### src/design/tad_pkg.sv
`timescale 1ns / 1ps
`default_nettype none

package tad_pkg;

  localparam int unsigned MAX_READINGS_DEF = 255;

  localparam int unsigned RAW_W   = 10;
  localparam int unsigned SUM_W   = 19;
  localparam int unsigned MAG_W   = 18;
  localparam int unsigned CNT_W   = 8;
  localparam int unsigned VAL_W   = 22;
  localparam int unsigned DIGITS  = 5;
  localparam int unsigned BCD_W   = 4 * DIGITS;
  localparam int unsigned STR_LEN = 14;
  localparam int unsigned IDX_W   = 4;
  localparam int unsigned STEP_W  = 5;

  // one quotient bit per division step, one value bit per conversion step
  localparam int unsigned DIV_STEPS = MAG_W;
  localparam int unsigned BCD_STEPS = VAL_W;

  localparam logic [7:0] CH_ZERO  = 8'd48;
  localparam logic [7:0] CH_PLUS  = 8'h2B;
  localparam logic [7:0] CH_MINUS = 8'h2D;
  localparam logic [7:0] CH_SPACE = 8'h20;
  localparam logic [7:0] CH_C     = 8'h43;

  localparam logic [IDX_W-1:0] POS_SIGN = IDX_W'(5);
  localparam logic [IDX_W-1:0] POS_D100 = IDX_W'(6);
  localparam logic [IDX_W-1:0] POS_D10  = IDX_W'(7);
  localparam logic [IDX_W-1:0] POS_D1   = IDX_W'(8);
  localparam logic [IDX_W-1:0] POS_F10  = IDX_W'(10);
  localparam logic [IDX_W-1:0] POS_F100 = IDX_W'(11);
  localparam logic [IDX_W-1:0] POS_LAST = IDX_W'(STR_LEN - 1);

  localparam logic [7:0] TEMPLATE [STR_LEN] = '{
    8'h54, 8'h45, 8'h4D, 8'h50, 8'h3A, CH_PLUS, CH_ZERO,
    CH_ZERO, CH_ZERO, 8'h2C, CH_ZERO, CH_ZERO, CH_SPACE, CH_C
  };

  typedef struct packed {
    logic             acc;        // add a reading
    logic             start;      // latch magnitude, clear accumulators
    logic             div_step;
    logic             mul;
    logic             bcd_step;
    logic             emit_load;
    logic [IDX_W-1:0] char_idx;
  } tad_cmd_t;

  function automatic logic [7:0] char_of(input logic [IDX_W-1:0] idx,
                                         input logic neg,
                                         input logic [BCD_W-1:0] bcd);
    logic [7:0] ch;
    ch = CH_SPACE;
    case (idx)
      POS_SIGN: ch = neg ? CH_MINUS : CH_PLUS;
      POS_D100: ch = CH_ZERO + {4'd0, bcd[19:16]};
      POS_D10:  ch = CH_ZERO + {4'd0, bcd[15:12]};
      POS_D1:   ch = CH_ZERO + {4'd0, bcd[11:8]};
      POS_F10:  ch = CH_ZERO + {4'd0, bcd[7:4]};
      POS_F100: ch = CH_ZERO + {4'd0, bcd[3:0]};
      default: begin
        if (idx <= POS_LAST) ch = TEMPLATE[idx];
      end
    endcase
    return ch;
  endfunction

endpackage

`default_nettype wire

### src/design/tad_ctrl.sv
`timescale 1ns / 1ps
`default_nettype none

module tad_ctrl (
  input  logic               clk_i,
  input  logic               rst_ni,
  input  logic               in_valid_i,
  input  logic               cmd_i,
  input  logic               out_stall_i,
  output logic               in_stall_o,
  output logic               out_valid_o,
  output tad_pkg::tad_cmd_t  ctrl_o
);
  import tad_pkg::*;

  localparam logic [2:0] S_IDLE = 3'd0;
  localparam logic [2:0] S_DIV  = 3'd1;
  localparam logic [2:0] S_MUL  = 3'd2;
  localparam logic [2:0] S_BCD  = 3'd3;
  localparam logic [2:0] S_EMIT = 3'd4;

  logic [2:0]        state_q, state_d;
  logic [STEP_W-1:0] step_q, step_d;
  logic [IDX_W-1:0]  idx_q, idx_d;
  logic              out_valid_q, out_valid_d;
  logic              accept;
  logic              load;

  assign in_stall_o = (state_q != S_IDLE);
  assign accept     = in_valid_i && !in_stall_o;
  assign load       = (state_q == S_EMIT) && (!out_valid_q || !out_stall_i);

  always_comb begin
    state_d  = state_q;
    step_d   = step_q;
    idx_d    = idx_q;
    ctrl_o   = '0;
    ctrl_o.char_idx = idx_q;
    case (state_q)
      S_IDLE: begin
        ctrl_o.acc   = accept && !cmd_i;
        ctrl_o.start = accept && cmd_i;
        if (accept && cmd_i) begin
          state_d = S_DIV;
          step_d  = '0;
        end
      end
      S_DIV: begin
        ctrl_o.div_step = 1'b1;
        step_d = step_q + STEP_W'(1);
        if (step_q == STEP_W'(DIV_STEPS - 1)) begin
          state_d = S_MUL;
        end
      end
      S_MUL: begin
        ctrl_o.mul = 1'b1;
        state_d = S_BCD;
        step_d  = '0;
      end
      S_BCD: begin
        ctrl_o.bcd_step = 1'b1;
        step_d = step_q + STEP_W'(1);
        if (step_q == STEP_W'(BCD_STEPS - 1)) begin
          state_d = S_EMIT;
          idx_d   = '0;
        end
      end
      S_EMIT: begin
        ctrl_o.emit_load = load;
        if (load) begin
          idx_d = idx_q + IDX_W'(1);
          if (idx_q == POS_LAST) state_d = S_IDLE;
        end
      end
      default: state_d = S_IDLE;
    endcase
  end

  // hold the result until the far side takes it
  assign out_valid_d = load ? 1'b1 : (out_valid_q && out_stall_i);
  assign out_valid_o = out_valid_q;

  always_ff @(posedge clk_i or negedge rst_ni) begin
    if (!rst_ni) begin
      state_q     <= S_IDLE;
      step_q      <= '0;
      idx_q       <= '0;
      out_valid_q <= 1'b0;
    end else begin
      state_q     <= state_d;
      step_q      <= step_d;
      idx_q       <= idx_d;
      out_valid_q <= out_valid_d;
    end
  end

endmodule

`default_nettype wire

### src/design/tad_datapath.sv
`timescale 1ns / 1ps
`default_nettype none

module tad_datapath #(
  parameter int unsigned MAX_READINGS = tad_pkg::MAX_READINGS_DEF
) (
  input  logic                      clk_i,
  input  logic                      rst_ni,
  input  tad_pkg::tad_cmd_t         ctrl_i,
  input  logic [tad_pkg::RAW_W-1:0] reading_i,
  output logic [7:0]                text_char_o,
  output logic                      last_char_o
);
  import tad_pkg::*;

  logic signed [SUM_W-1:0] sum_q;
  logic [CNT_W-1:0]        count_q;
  logic                    neg_q;
  logic [MAG_W-1:0]        dvd_q;
  logic [CNT_W-1:0]        rem_q;
  logic [CNT_W-1:0]        dvs_q;
  logic [VAL_W-1:0]        val_q;
  logic [BCD_W-1:0]        bcd_q;
  logic [7:0]              text_char_q;
  logic                    last_char_q;

  logic signed [SUM_W-1:0] sext;
  logic signed [SUM_W-1:0] neg_sum;
  logic [MAG_W-1:0]        mag;
  logic [CNT_W:0]          rem_sh;
  logic [CNT_W:0]          rem_sub;
  logic                    q_bit;
  logic [VAL_W-1:0]        val_mul;
  logic [BCD_W-1:0]        bcd_adj;

  assign sext    = {{(SUM_W - RAW_W){reading_i[RAW_W-1]}}, reading_i};
  assign neg_sum = -sum_q;
  assign mag     = sum_q[SUM_W-1] ? neg_sum[MAG_W-1:0] : sum_q[MAG_W-1:0];

  // restoring division, one quotient bit a cycle shifted into dvd_q
  assign rem_sh  = {rem_q, dvd_q[MAG_W-1]};
  assign rem_sub = rem_sh - {1'b0, dvs_q};
  assign q_bit   = (rem_sh >= {1'b0, dvs_q});

  // times 25 as 16q + 8q + q
  assign val_mul = {dvd_q, 4'd0} + VAL_W'({dvd_q, 3'd0}) + VAL_W'(dvd_q);

  // add three to any digit of five or more before the shift
  always_comb begin
    for (int d = 0; d < DIGITS; d++) begin
      bcd_adj[4*d +: 4] = (bcd_q[4*d +: 4] >= 4'd5) ? bcd_q[4*d +: 4] + 4'd3
                                                    : bcd_q[4*d +: 4];
    end
  end

  always_ff @(posedge clk_i or negedge rst_ni) begin
    if (!rst_ni) begin
      sum_q   <= '0;
      count_q <= '0;
    end else if (ctrl_i.start) begin
      sum_q   <= '0;
      count_q <= '0;
    end else if (ctrl_i.acc && (count_q < CNT_W'(MAX_READINGS))) begin
      sum_q   <= sum_q + sext;
      count_q <= count_q + CNT_W'(1);
    end
  end

  always_ff @(posedge clk_i) begin
    if (ctrl_i.start) begin
      neg_q <= sum_q[SUM_W-1];
      rem_q <= '0;
      // an empty average divides zero by one
      if (count_q == '0) begin
        dvd_q <= '0;
        dvs_q <= CNT_W'(1);
      end else begin
        dvd_q <= mag;
        dvs_q <= count_q;
      end
    end else if (ctrl_i.div_step) begin
      rem_q <= q_bit ? rem_sub[CNT_W-1:0] : rem_sh[CNT_W-1:0];
      dvd_q <= {dvd_q[MAG_W-2:0], q_bit};
    end

    if (ctrl_i.mul) begin
      val_q <= val_mul;
      bcd_q <= '0;
    end else if (ctrl_i.bcd_step) begin
      // digits above the fifth drop off the top
      bcd_q <= {bcd_adj[BCD_W-2:0], val_q[VAL_W-1]};
      val_q <= {val_q[VAL_W-2:0], 1'b0};
    end

    if (ctrl_i.emit_load) begin
      text_char_q <= char_of(ctrl_i.char_idx, neg_q, bcd_q);
      last_char_q <= (ctrl_i.char_idx == POS_LAST);
    end
  end

  assign text_char_o = text_char_q;
  assign last_char_o = last_char_q;

endmodule

`default_nettype wire

### src/design/temperature_average_ascii_display.sv
// Accumulate transaction: taken without stalling the input, the next transaction may follow directly.
// Display transaction: a load step, the division steps (one quotient bit each),
// a multiply step and the BCD conversion steps, then 14 characters from the
// output register at one per cycle when not stalled.
// Input stall stays high from the display command until the last character is loaded.
// Reset (asynchronous, active low) clears the sum, the count and all control state.
`timescale 1ns / 1ps
`default_nettype none

module temperature_average_ascii_display #(
  parameter int unsigned MAX_READINGS = tad_pkg::MAX_READINGS_DEF
) (
  input  logic                      clk_i,
  input  logic                      rst_ni,
  input  logic                      in_valid_i,
  output logic                      in_stall_o,
  input  logic                      cmd_i,
  input  logic [tad_pkg::RAW_W-1:0] reading_i,
  output logic                      out_valid_o,
  input  logic                      out_stall_i,
  output logic [7:0]                text_char_o,
  output logic                      last_char_o
);
  import tad_pkg::*;

  tad_cmd_t ctrl;

  tad_ctrl u_ctrl (
    .clk_i       (clk_i),
    .rst_ni      (rst_ni),
    .in_valid_i  (in_valid_i),
    .cmd_i       (cmd_i),
    .out_stall_i (out_stall_i),
    .in_stall_o  (in_stall_o),
    .out_valid_o (out_valid_o),
    .ctrl_o      (ctrl)
  );

  tad_datapath #(
    .MAX_READINGS (MAX_READINGS)
  ) u_datapath (
    .clk_i       (clk_i),
    .rst_ni      (rst_ni),
    .ctrl_i      (ctrl),
    .reading_i   (reading_i),
    .text_char_o (text_char_o),
    .last_char_o (last_char_o)
  );

  a_display_blocks: assert property (@(posedge clk_i) disable iff (!rst_ni)
    (in_valid_i && !in_stall_o && cmd_i) |=> in_stall_o)
    else $error("display transaction did not stall the input");

  a_acc_no_stall: assert property (@(posedge clk_i) disable iff (!rst_ni)
    (in_valid_i && !in_stall_o && !cmd_i) |=> !in_stall_o)
    else $error("accumulate transaction stalled the input");

  a_last_is_c: assert property (@(posedge clk_i) disable iff (!rst_ni)
    (out_valid_o && last_char_o) |-> (text_char_o == CH_C))
    else $error("last character is not the closing letter");

endmodule

`default_nettype wire
### config.mk
export PLATFORM = sky130hd
export DESIGN_NAME = temperature_average_ascii_display
export DESIGN_NICKNAME = d
export VERILOG_FILES = /design/src/design/tad_pkg.sv /design/src/design/tad_ctrl.sv /design/src/design/tad_datapath.sv /design/src/design/temperature_average_ascii_display.sv
export SDC_FILE = /design/constraint.sdc
export NUM_CORES = 1
export LEC_CHECK = 0
export BUFFER_PORTS_ARGS = -buffer_cell sky130_fd_sc_hd__buf_2
export CORE_ASPECT_RATIO = 2
export CORE_MARGIN = 3
export CORE_UTILIZATION = 37
export CTS_CLUSTER_DIAMETER = 80
export DETAILED_ROUTE_END_ITERATION = 10
export PLACE_DENSITY = 0.53
export SLEW_MARGIN = 20
export SYNTH_ARGS = -nofsm -noshare
export SYNTH_HDL_FRONTEND = slang
export SYNTH_SLANG_ARGS = --single-unit
export TNS_END_PERCENT = 5
### constraint.sdc
create_clock -name clk_i -period 3.4 [get_ports clk_i]
set_input_delay 0.68 -clock clk_i [delete_from_list [all_inputs] [get_ports clk_i]]
set_output_delay 0.68 -clock clk_i [all_outputs]
set_load 0.03 [all_outputs]
# [Word level (Yosys, flattened, before mapping)]
# Memory sizes are Yosys's and may differ from the RTL's.
# Cells that the tools add are included.
[word_totals] in_bits=15 memories=1 output_inout_bits=11 mem_bits_ro=128 wordCells=122 reg_bits=126
[mem_list] name="(no name shown)" depth=16 word_bits=8 read_ports=1 rd_clocked_by_memory_dff=0 write_ports=0 line="tad_pkg.sv:65" source="if (idx <= POS_LAST) ch = TEMPLATE[idx];"
[classes] reduce_logical=23 n_eq_ne=18 n_lt_le_gt_ge=9 n_addsub=18 n_bitwise=1 mux=38
[ops] operator="18-bit two-way mux" n=4
[ops] operator="8-bit two-way mux" n=6
[ops] operator="8-bit one-hot mux with 6 select lines" n=1
[ops] operator="22-bit two-way mux" n=2
[ops] operator="19-bit two-way mux" n=2
[ops] operator="6-bit by 4-bit adder with 7-bit output, first input constant" n=5
[ops] operator="4-bit two-way mux" n=6
[ops] operator="22-bit by 18-bit adder with 22-bit output" n=1
[ops] operator="22-bit by 21-bit adder with 22-bit output" n=1
[ops] operator="3-bit two-way mux" n=7
[ops] operator="4-bit by 3-bit >= comparator with 1-bit output, second input constant" n=5
[ops] operator="19-bit by 10-bit adder with 19-bit output" n=1
[ops] operator="18-bit negation" n=1
[ops] operator="4-bit by 2-bit adder with 4-bit output, second input constant" n=4
[ops] operator="4-bit == test, second input constant" n=4
[ops] operator="3-bit one-hot mux with 5 select lines" n=1
[ops] operator="5-bit one-hot mux with 3 select lines" n=1
[ops] operator="4-bit by 3-bit == test with 1-bit output, second input constant" n=3
[ops] operator="5-bit == test, second input constant" n=2
[ops] operator="9-bit by 8-bit >= comparator with 1-bit output" n=1
[ops] operator="8-bit by 1-bit adder with 8-bit output, second input constant" n=1
[ops] operator="8-bit zero test" n=1
[ops] operator="8-bit < comparator, second input constant" n=1
[ops] operator="2-bit by 1-bit inequality test with 1-bit output, second input constant" n=4
[ops] operator="other kinds (25)" n=42

# [Logic depth before layout (Yosys ltp)]
[logic_depth] ltp_word=8 depth_mapped=12

# [Cells and area by module]
# Synthesis repeated with hierarchy kept, for this count alone.
[hier_totals] cells_unflattened=918 area_unflattened_um2=8652.0
[by_module_without_submodules] mod="tad_datapath" n_inst=1 cells_each=841 area_each_um2=7905.1
[by_module_without_submodules] mod="tad_ctrl" n_inst=1 cells_each=77 area_each_um2=747.0

# [Worst setup path before layout]
# Ideal clock, no wire load.
[synth_timing] kind="reg2reg" start="reg u_datapath.dvd_q[4]" end="reg u_datapath.val_q[20] (data pin)" setup_slack_ps=192 arrival_ps=2943 period_less_slack_ps=3208 path_stages_with_launch=13 cell_sequence="edfxtp_1 -> inv_1 -> fa_1 -> inv_1 -> ha_1 -> fa_1 -> a211oi_1 -> o21bai_2 -> a41oi_2 -> and4b_1 -> a221oi_2 -> xor2_1 -> o21ai_1"
[synth_between] elab_chain_cells=3
[synth_lines] item="start: declaration" line="tad_datapath.sv:19" source="logic [MAG_W-1:0] dvd_q;"
[synth_lines] item="start signal: assignment" line="tad_datapath.sv:78" source="dvd_q <= mag;"
[synth_lines] item="start signal: assignment" line="tad_datapath.sv:83" source="dvd_q <= {dvd_q[MAG_W-2:0], q_bit};"
[synth_lines] item="22-bit by 21-bit adder with 22-bit output" line="tad_datapath.sv:46" source="assign val_mul = {dvd_q, 4'd0} + VAL_W'({dvd_q, 3'd0}) + VAL_W'(dvd_q);"
[synth_lines] item="22-bit by 18-bit adder with 22-bit output *" line="tad_datapath.sv:46"
[synth_lines] item="22-bit two-way mux *" line="tad_datapath.sv:86" source="if (ctrl_i.mul) begin"
[synth_lines] item="end signal: assignment" line="tad_datapath.sv:87" source="val_q <= val_mul;"
[synth_lines] item="end signal: assignment" line="tad_datapath.sv:92" source="val_q <= {val_q[VAL_W-2:0], 1'b0};"
[synth_lines] item="end: declaration" line="tad_datapath.sv:22" source="logic [VAL_W-1:0] val_q;"
# Mark *: on every way between the ends. The rest lies on a longest branch, timed or not.
# A chain may end at the register's enable or synchronous reset.

# [Worst setup path after layout]
[layout_timing] start="reg u_datapath.dvd_q[1]" end="reg u_datapath.val_q[21] (data pin)"
# Same word-level chain as after synthesis.

==> summary.log <==
[sta] Max-slew headroom 39.38%
[yosys] flop and latch count out of synthesis 125
[critical_path] register-to-register path setup slack 0.13 ns
[sta] period utilization 96.09%
[critical_path] termination of the worst setup path u_datapath.val_q[21]
[critical_path] startpoint of the worst-slack reg-to-reg timing path u_datapath.dvd_q[1]
[global_route] maximum number of pins on one net before global-route repair 41
[detailed_routing] number of nets with antenna violations after detailed routing 0
[yosys] Async S/R FF share, synth 32.00%
[global_route] total routing usage reported by global routing 15.70%
[worst_hold_path] path class of the lowest-slack min-delay path in -> async
[sta] upper clock frequency limit 0.3061 GHz
[sta] Final TNS setup 0 ns
[critical_path] crit start category flip-flop
[detailed_routing] number of vias after detailed routing 6391
[critical_path] highest cell delay on the worst timing path 0.52 ns
[run] reported max-cap violation count 0
[critical_path] biggest fanout along the worst timing path 3
[critical_path] number of buffers and inverters on the critical path 1
[sta] Worst Max-Slew Pin Slew 0.9059 ns
[sta] number of failing hold endpoints at the final stage 0
[clocking] CTS root buf clkbuf_16
[yosys] dominant cell type by area after synthesis edfxtp_1
[yosys] synth unique cells 73
[layout] NumNets Final 1015
[place] global placer's final weighted congestion 0.8041
[place] HPWL after detailed placement 14.27 mm
[global_route] vias in the first global route 6437
[critical_path] Max stage delay cell, worst path fa_1
[yosys] largest cells by area after synthesis edfxtp_1 (20%), dfrtp_1 (12%), ha_1 (10%)
[critical_path] Critical Path Source u_datapath.dvd_q[1]
[yosys] summed instance area of the synthesized netlist 8367 um^2
[sta] Setup Skew 0.01178 ns
[critical_path] number of cells on the critical path 10
[clocking] Max clock buf depth 2
[detailed_routing] DRC errors left 0
[sta] final-report setup violation count 0
[yosys] count of flip-flops with a built-in enable after synthesis 57
[critical_path] signal arrival time at the worst endpoint 3.41 ns
[floorplanning] die extent in y 218.7 um
[yosys] Mapped Cells 891
[layout] diode insertion count for antenna repair 0
[sta] shortest clock period the worst path allows after layout 3.267 ns
[clocking] Clock Pin Slew Worst Setup and Hold Paths 0.06 ns
[detailed_routing] number of design-rule violations left by the first detailed-router iteration 200
[yosys] most frequent cell after synthesis nand2_1
[detailed_routing] number of vias per cell 5.308
[floorplanning] core area 22160 um^2
[critical_path] number of cells on the worst reg-to-reg path 10
[floorplanning] Initial Util 37.76%
[clocking] CTS Buf Count 17
[yosys] commonest cells in the netlist nand2_1 (107), o21ai_0 (72), ha_1 (68)
[detailed_routing] wire length per cell after detailed routing 15.23 um
[detailed_routing] 1st-pass router iterations 4
[yosys] yosys synthesis warning count 0
[yosys] Net Count, Synth 991
[critical_path] endpoint of the worst-slack reg-to-reg timing path u_datapath.val_q[21]
[global_route] initial antenna violation count 0
[place] PortBufs 24
[sta] final slew viol count 0
[yosys] proportion of synthesized chip area in sequential cells 39.12%
[global_route] grt ovf 0
[critical_path] Crit Path Category reg -> reg
[critical_path] required time reported for the critical path endpoint 3.55 ns
[yosys] post-synthesis average cell area 9.390 um^2
[critical_path] cells traversed along the worst timing path buf_4 > fa_1 > ha_1 > a21oi_1 > o211ai_1 > o211a_1 > a221o_2 > a311oi_2 > xor2_1 > o21ai_1
[floorplanning] full die area 24560 um^2
[global_route] wire length of the first global-routing pass 31.01 mm
[layout] layout-stage area growth over the synthesis result 12.62%
[clocking] clock tree from TritonCTS built
[sta] setup repair after global routing missed its margin false
[clocking] clock latency of the later-clocked register in the worst-skew pair 0.42 ns
[clocking] number of levels in the clock H-tree 4
[run_status] result of the run finished clean
[floorplanning] IO Pins 26
[clocking] hold_buf cts 0
[critical_path] crit-path leading delay family compound AO/OA/AOI/OAI gates
[yosys] share of the synthesized area in the top cell type 20.46%
[floorplanning] Die W 112.3 um
[detailed_routing] detailed-route wire length 18.34 mm
[clocking] clk sink count 125
[yosys] most common flop cell mapped by yosys edfxtp_1
[critical_path] type of element capturing the critical path flip-flop
[floorplanning] Cell Rows 77
[layout] fraction of layout instances using a drive strength above 1 10.24%
==> stage by stage <==
| step | utilization (%) | setup slack (ns) | hold slack (ns) | area, um^2 | instances |
|---|---|---|---|---|---|
| 4_1_cts | 42.47 | 0.004100 | 0.4278 | 9410 | 1204 |
| 2_1_floorplan | - | 0.1922 | 0.3844 | 8367 | 891 |
| 3_5_place_dp | 39.90 | 0.01708 | 0.4853 | 8842 | 1172 |
| 3_3_place_gp | 39.90 | 0.09345 | 0.4755 | 8842 | 1172 |
| 6_report | 42.52 | 0.1330 | 0.2401 | 9423 | 1204 |
| 5_1_grt | 42.52 | 0.01816 | 0.2697 | 9423 | 1204 |
==> worst register-to-register path, cell delays in order, from the launching register on <==
cell,delay [ns]
edfxtp_1,0.38
buf_4,0.15
fa_1,0.52
ha_1,0.31
a21oi_1,0.19
o211ai_1,0.19
o211a_1,0.29
a221o_2,0.42
a311oi_2,0.30
xor2_1,0.18
o21ai_1,0.07
==> cell type report <==
cell class                 count  area, um^2
clock buffer                  20       446.7
clock inverter                12       121.4
fill                        2223       12740
inverter                      47       176.4
multi-input combinational    677        4765
sequential                   125        3273
tap                          276       345.3
timing repair buffer          47       295.3
==> layer usage <==
layer  part of all wire (%)  GRT usage [%]  up-vias  wire length, um
met4                    2.6          6.619        0              484
met5                      0              0        -                0
met3                    2.0          3.353       33              369
met2                     59          31.70       80            10840
li1                       -              -     3252                -
met1                     36          14.70     3026             6641
==> flip-flops by register name, summed over array words and instances, names as in the netlist <==
name and flops:
u_ctrl.out_valid_o 1, u_datapath.dvs_q 8, u_datapath.rem_q 8, u_ctrl.state_q 3, u_datapath.dvd_q 18, u_datapath.text_char_o 7, u_datapath.sum_q 19, u_datapath.count_q 8
u_datapath.val_q 22, u_ctrl.step_q 5, u_ctrl.idx_q 4, u_datapath.bcd_q 20, u_datapath.neg_q 1, u_datapath.last_char_o 1
==> timing repair <==
action / 4_1_cts / 5_1_grt
setup endpoints to repair: 0 / 2
gates resized for setup: 0 / 4
buffers inserted: 0 / 0
==> cell usage in the layout (no fill, tap or decap), drive strengths merged, types with 17 or more instances in the layout <==
cell,netlist,final
dfxtp,28,28
a21oi,57,57
buf,4,47
fa,17,17
inv,47,47
o31ai,17,17
nand3,31,31
edfxtp,57,57
clkbuf,38,20
xnor2,25,25
ha,68,68
o21ai,82,82
nand2b,17,17
dfrtp,40,40
nand2,107,107
nor2,46,46
xor2,42,42
==> logic make-up (layout without fill, tap and decap cells) <==
| group | count (synthesis) | after routing | share of synthesized area (%) |
|---|---|---|---|
| and+or+nand+nor | 264 | 264 | 14.95 |
| AOI/OAI and AO/OA | 249 | 249 | 19.20 |
| DFF | 125 | 125 | 39.12 |
| buffers and inverters | 89 | 126 | 4.053 |
| adders and majority gates | 85 | 85 | 14.24 |
| xor gates and xnor gates | 67 | 67 | 7.014 |
| muxes | 11 | 11 | 1.376 |
| other | 1 | 1 | 0.04482 |
==> how the worst min path moves through the flow <==
stage / slack (ns) / end / cells after the start
final: 0.24 / u_ctrl.step_q[2] / 1
after global routing: 0.27 / u_ctrl.step_q[2] / 1
after CTS: 0.43 / u_ctrl.step_q[3] / 1
after detailed placement: 0.49 / u_datapath.rem_q[5] / 2
after global placement: 0.48 / u_datapath.rem_q[7] / 2
after floorplan: 0.38 / u_ctrl.idx_q[0] / 0
Power is left out: the tool's default activity adds up to more than one toggle a clock period on the data nets, which glitch-free logic cannot reach.
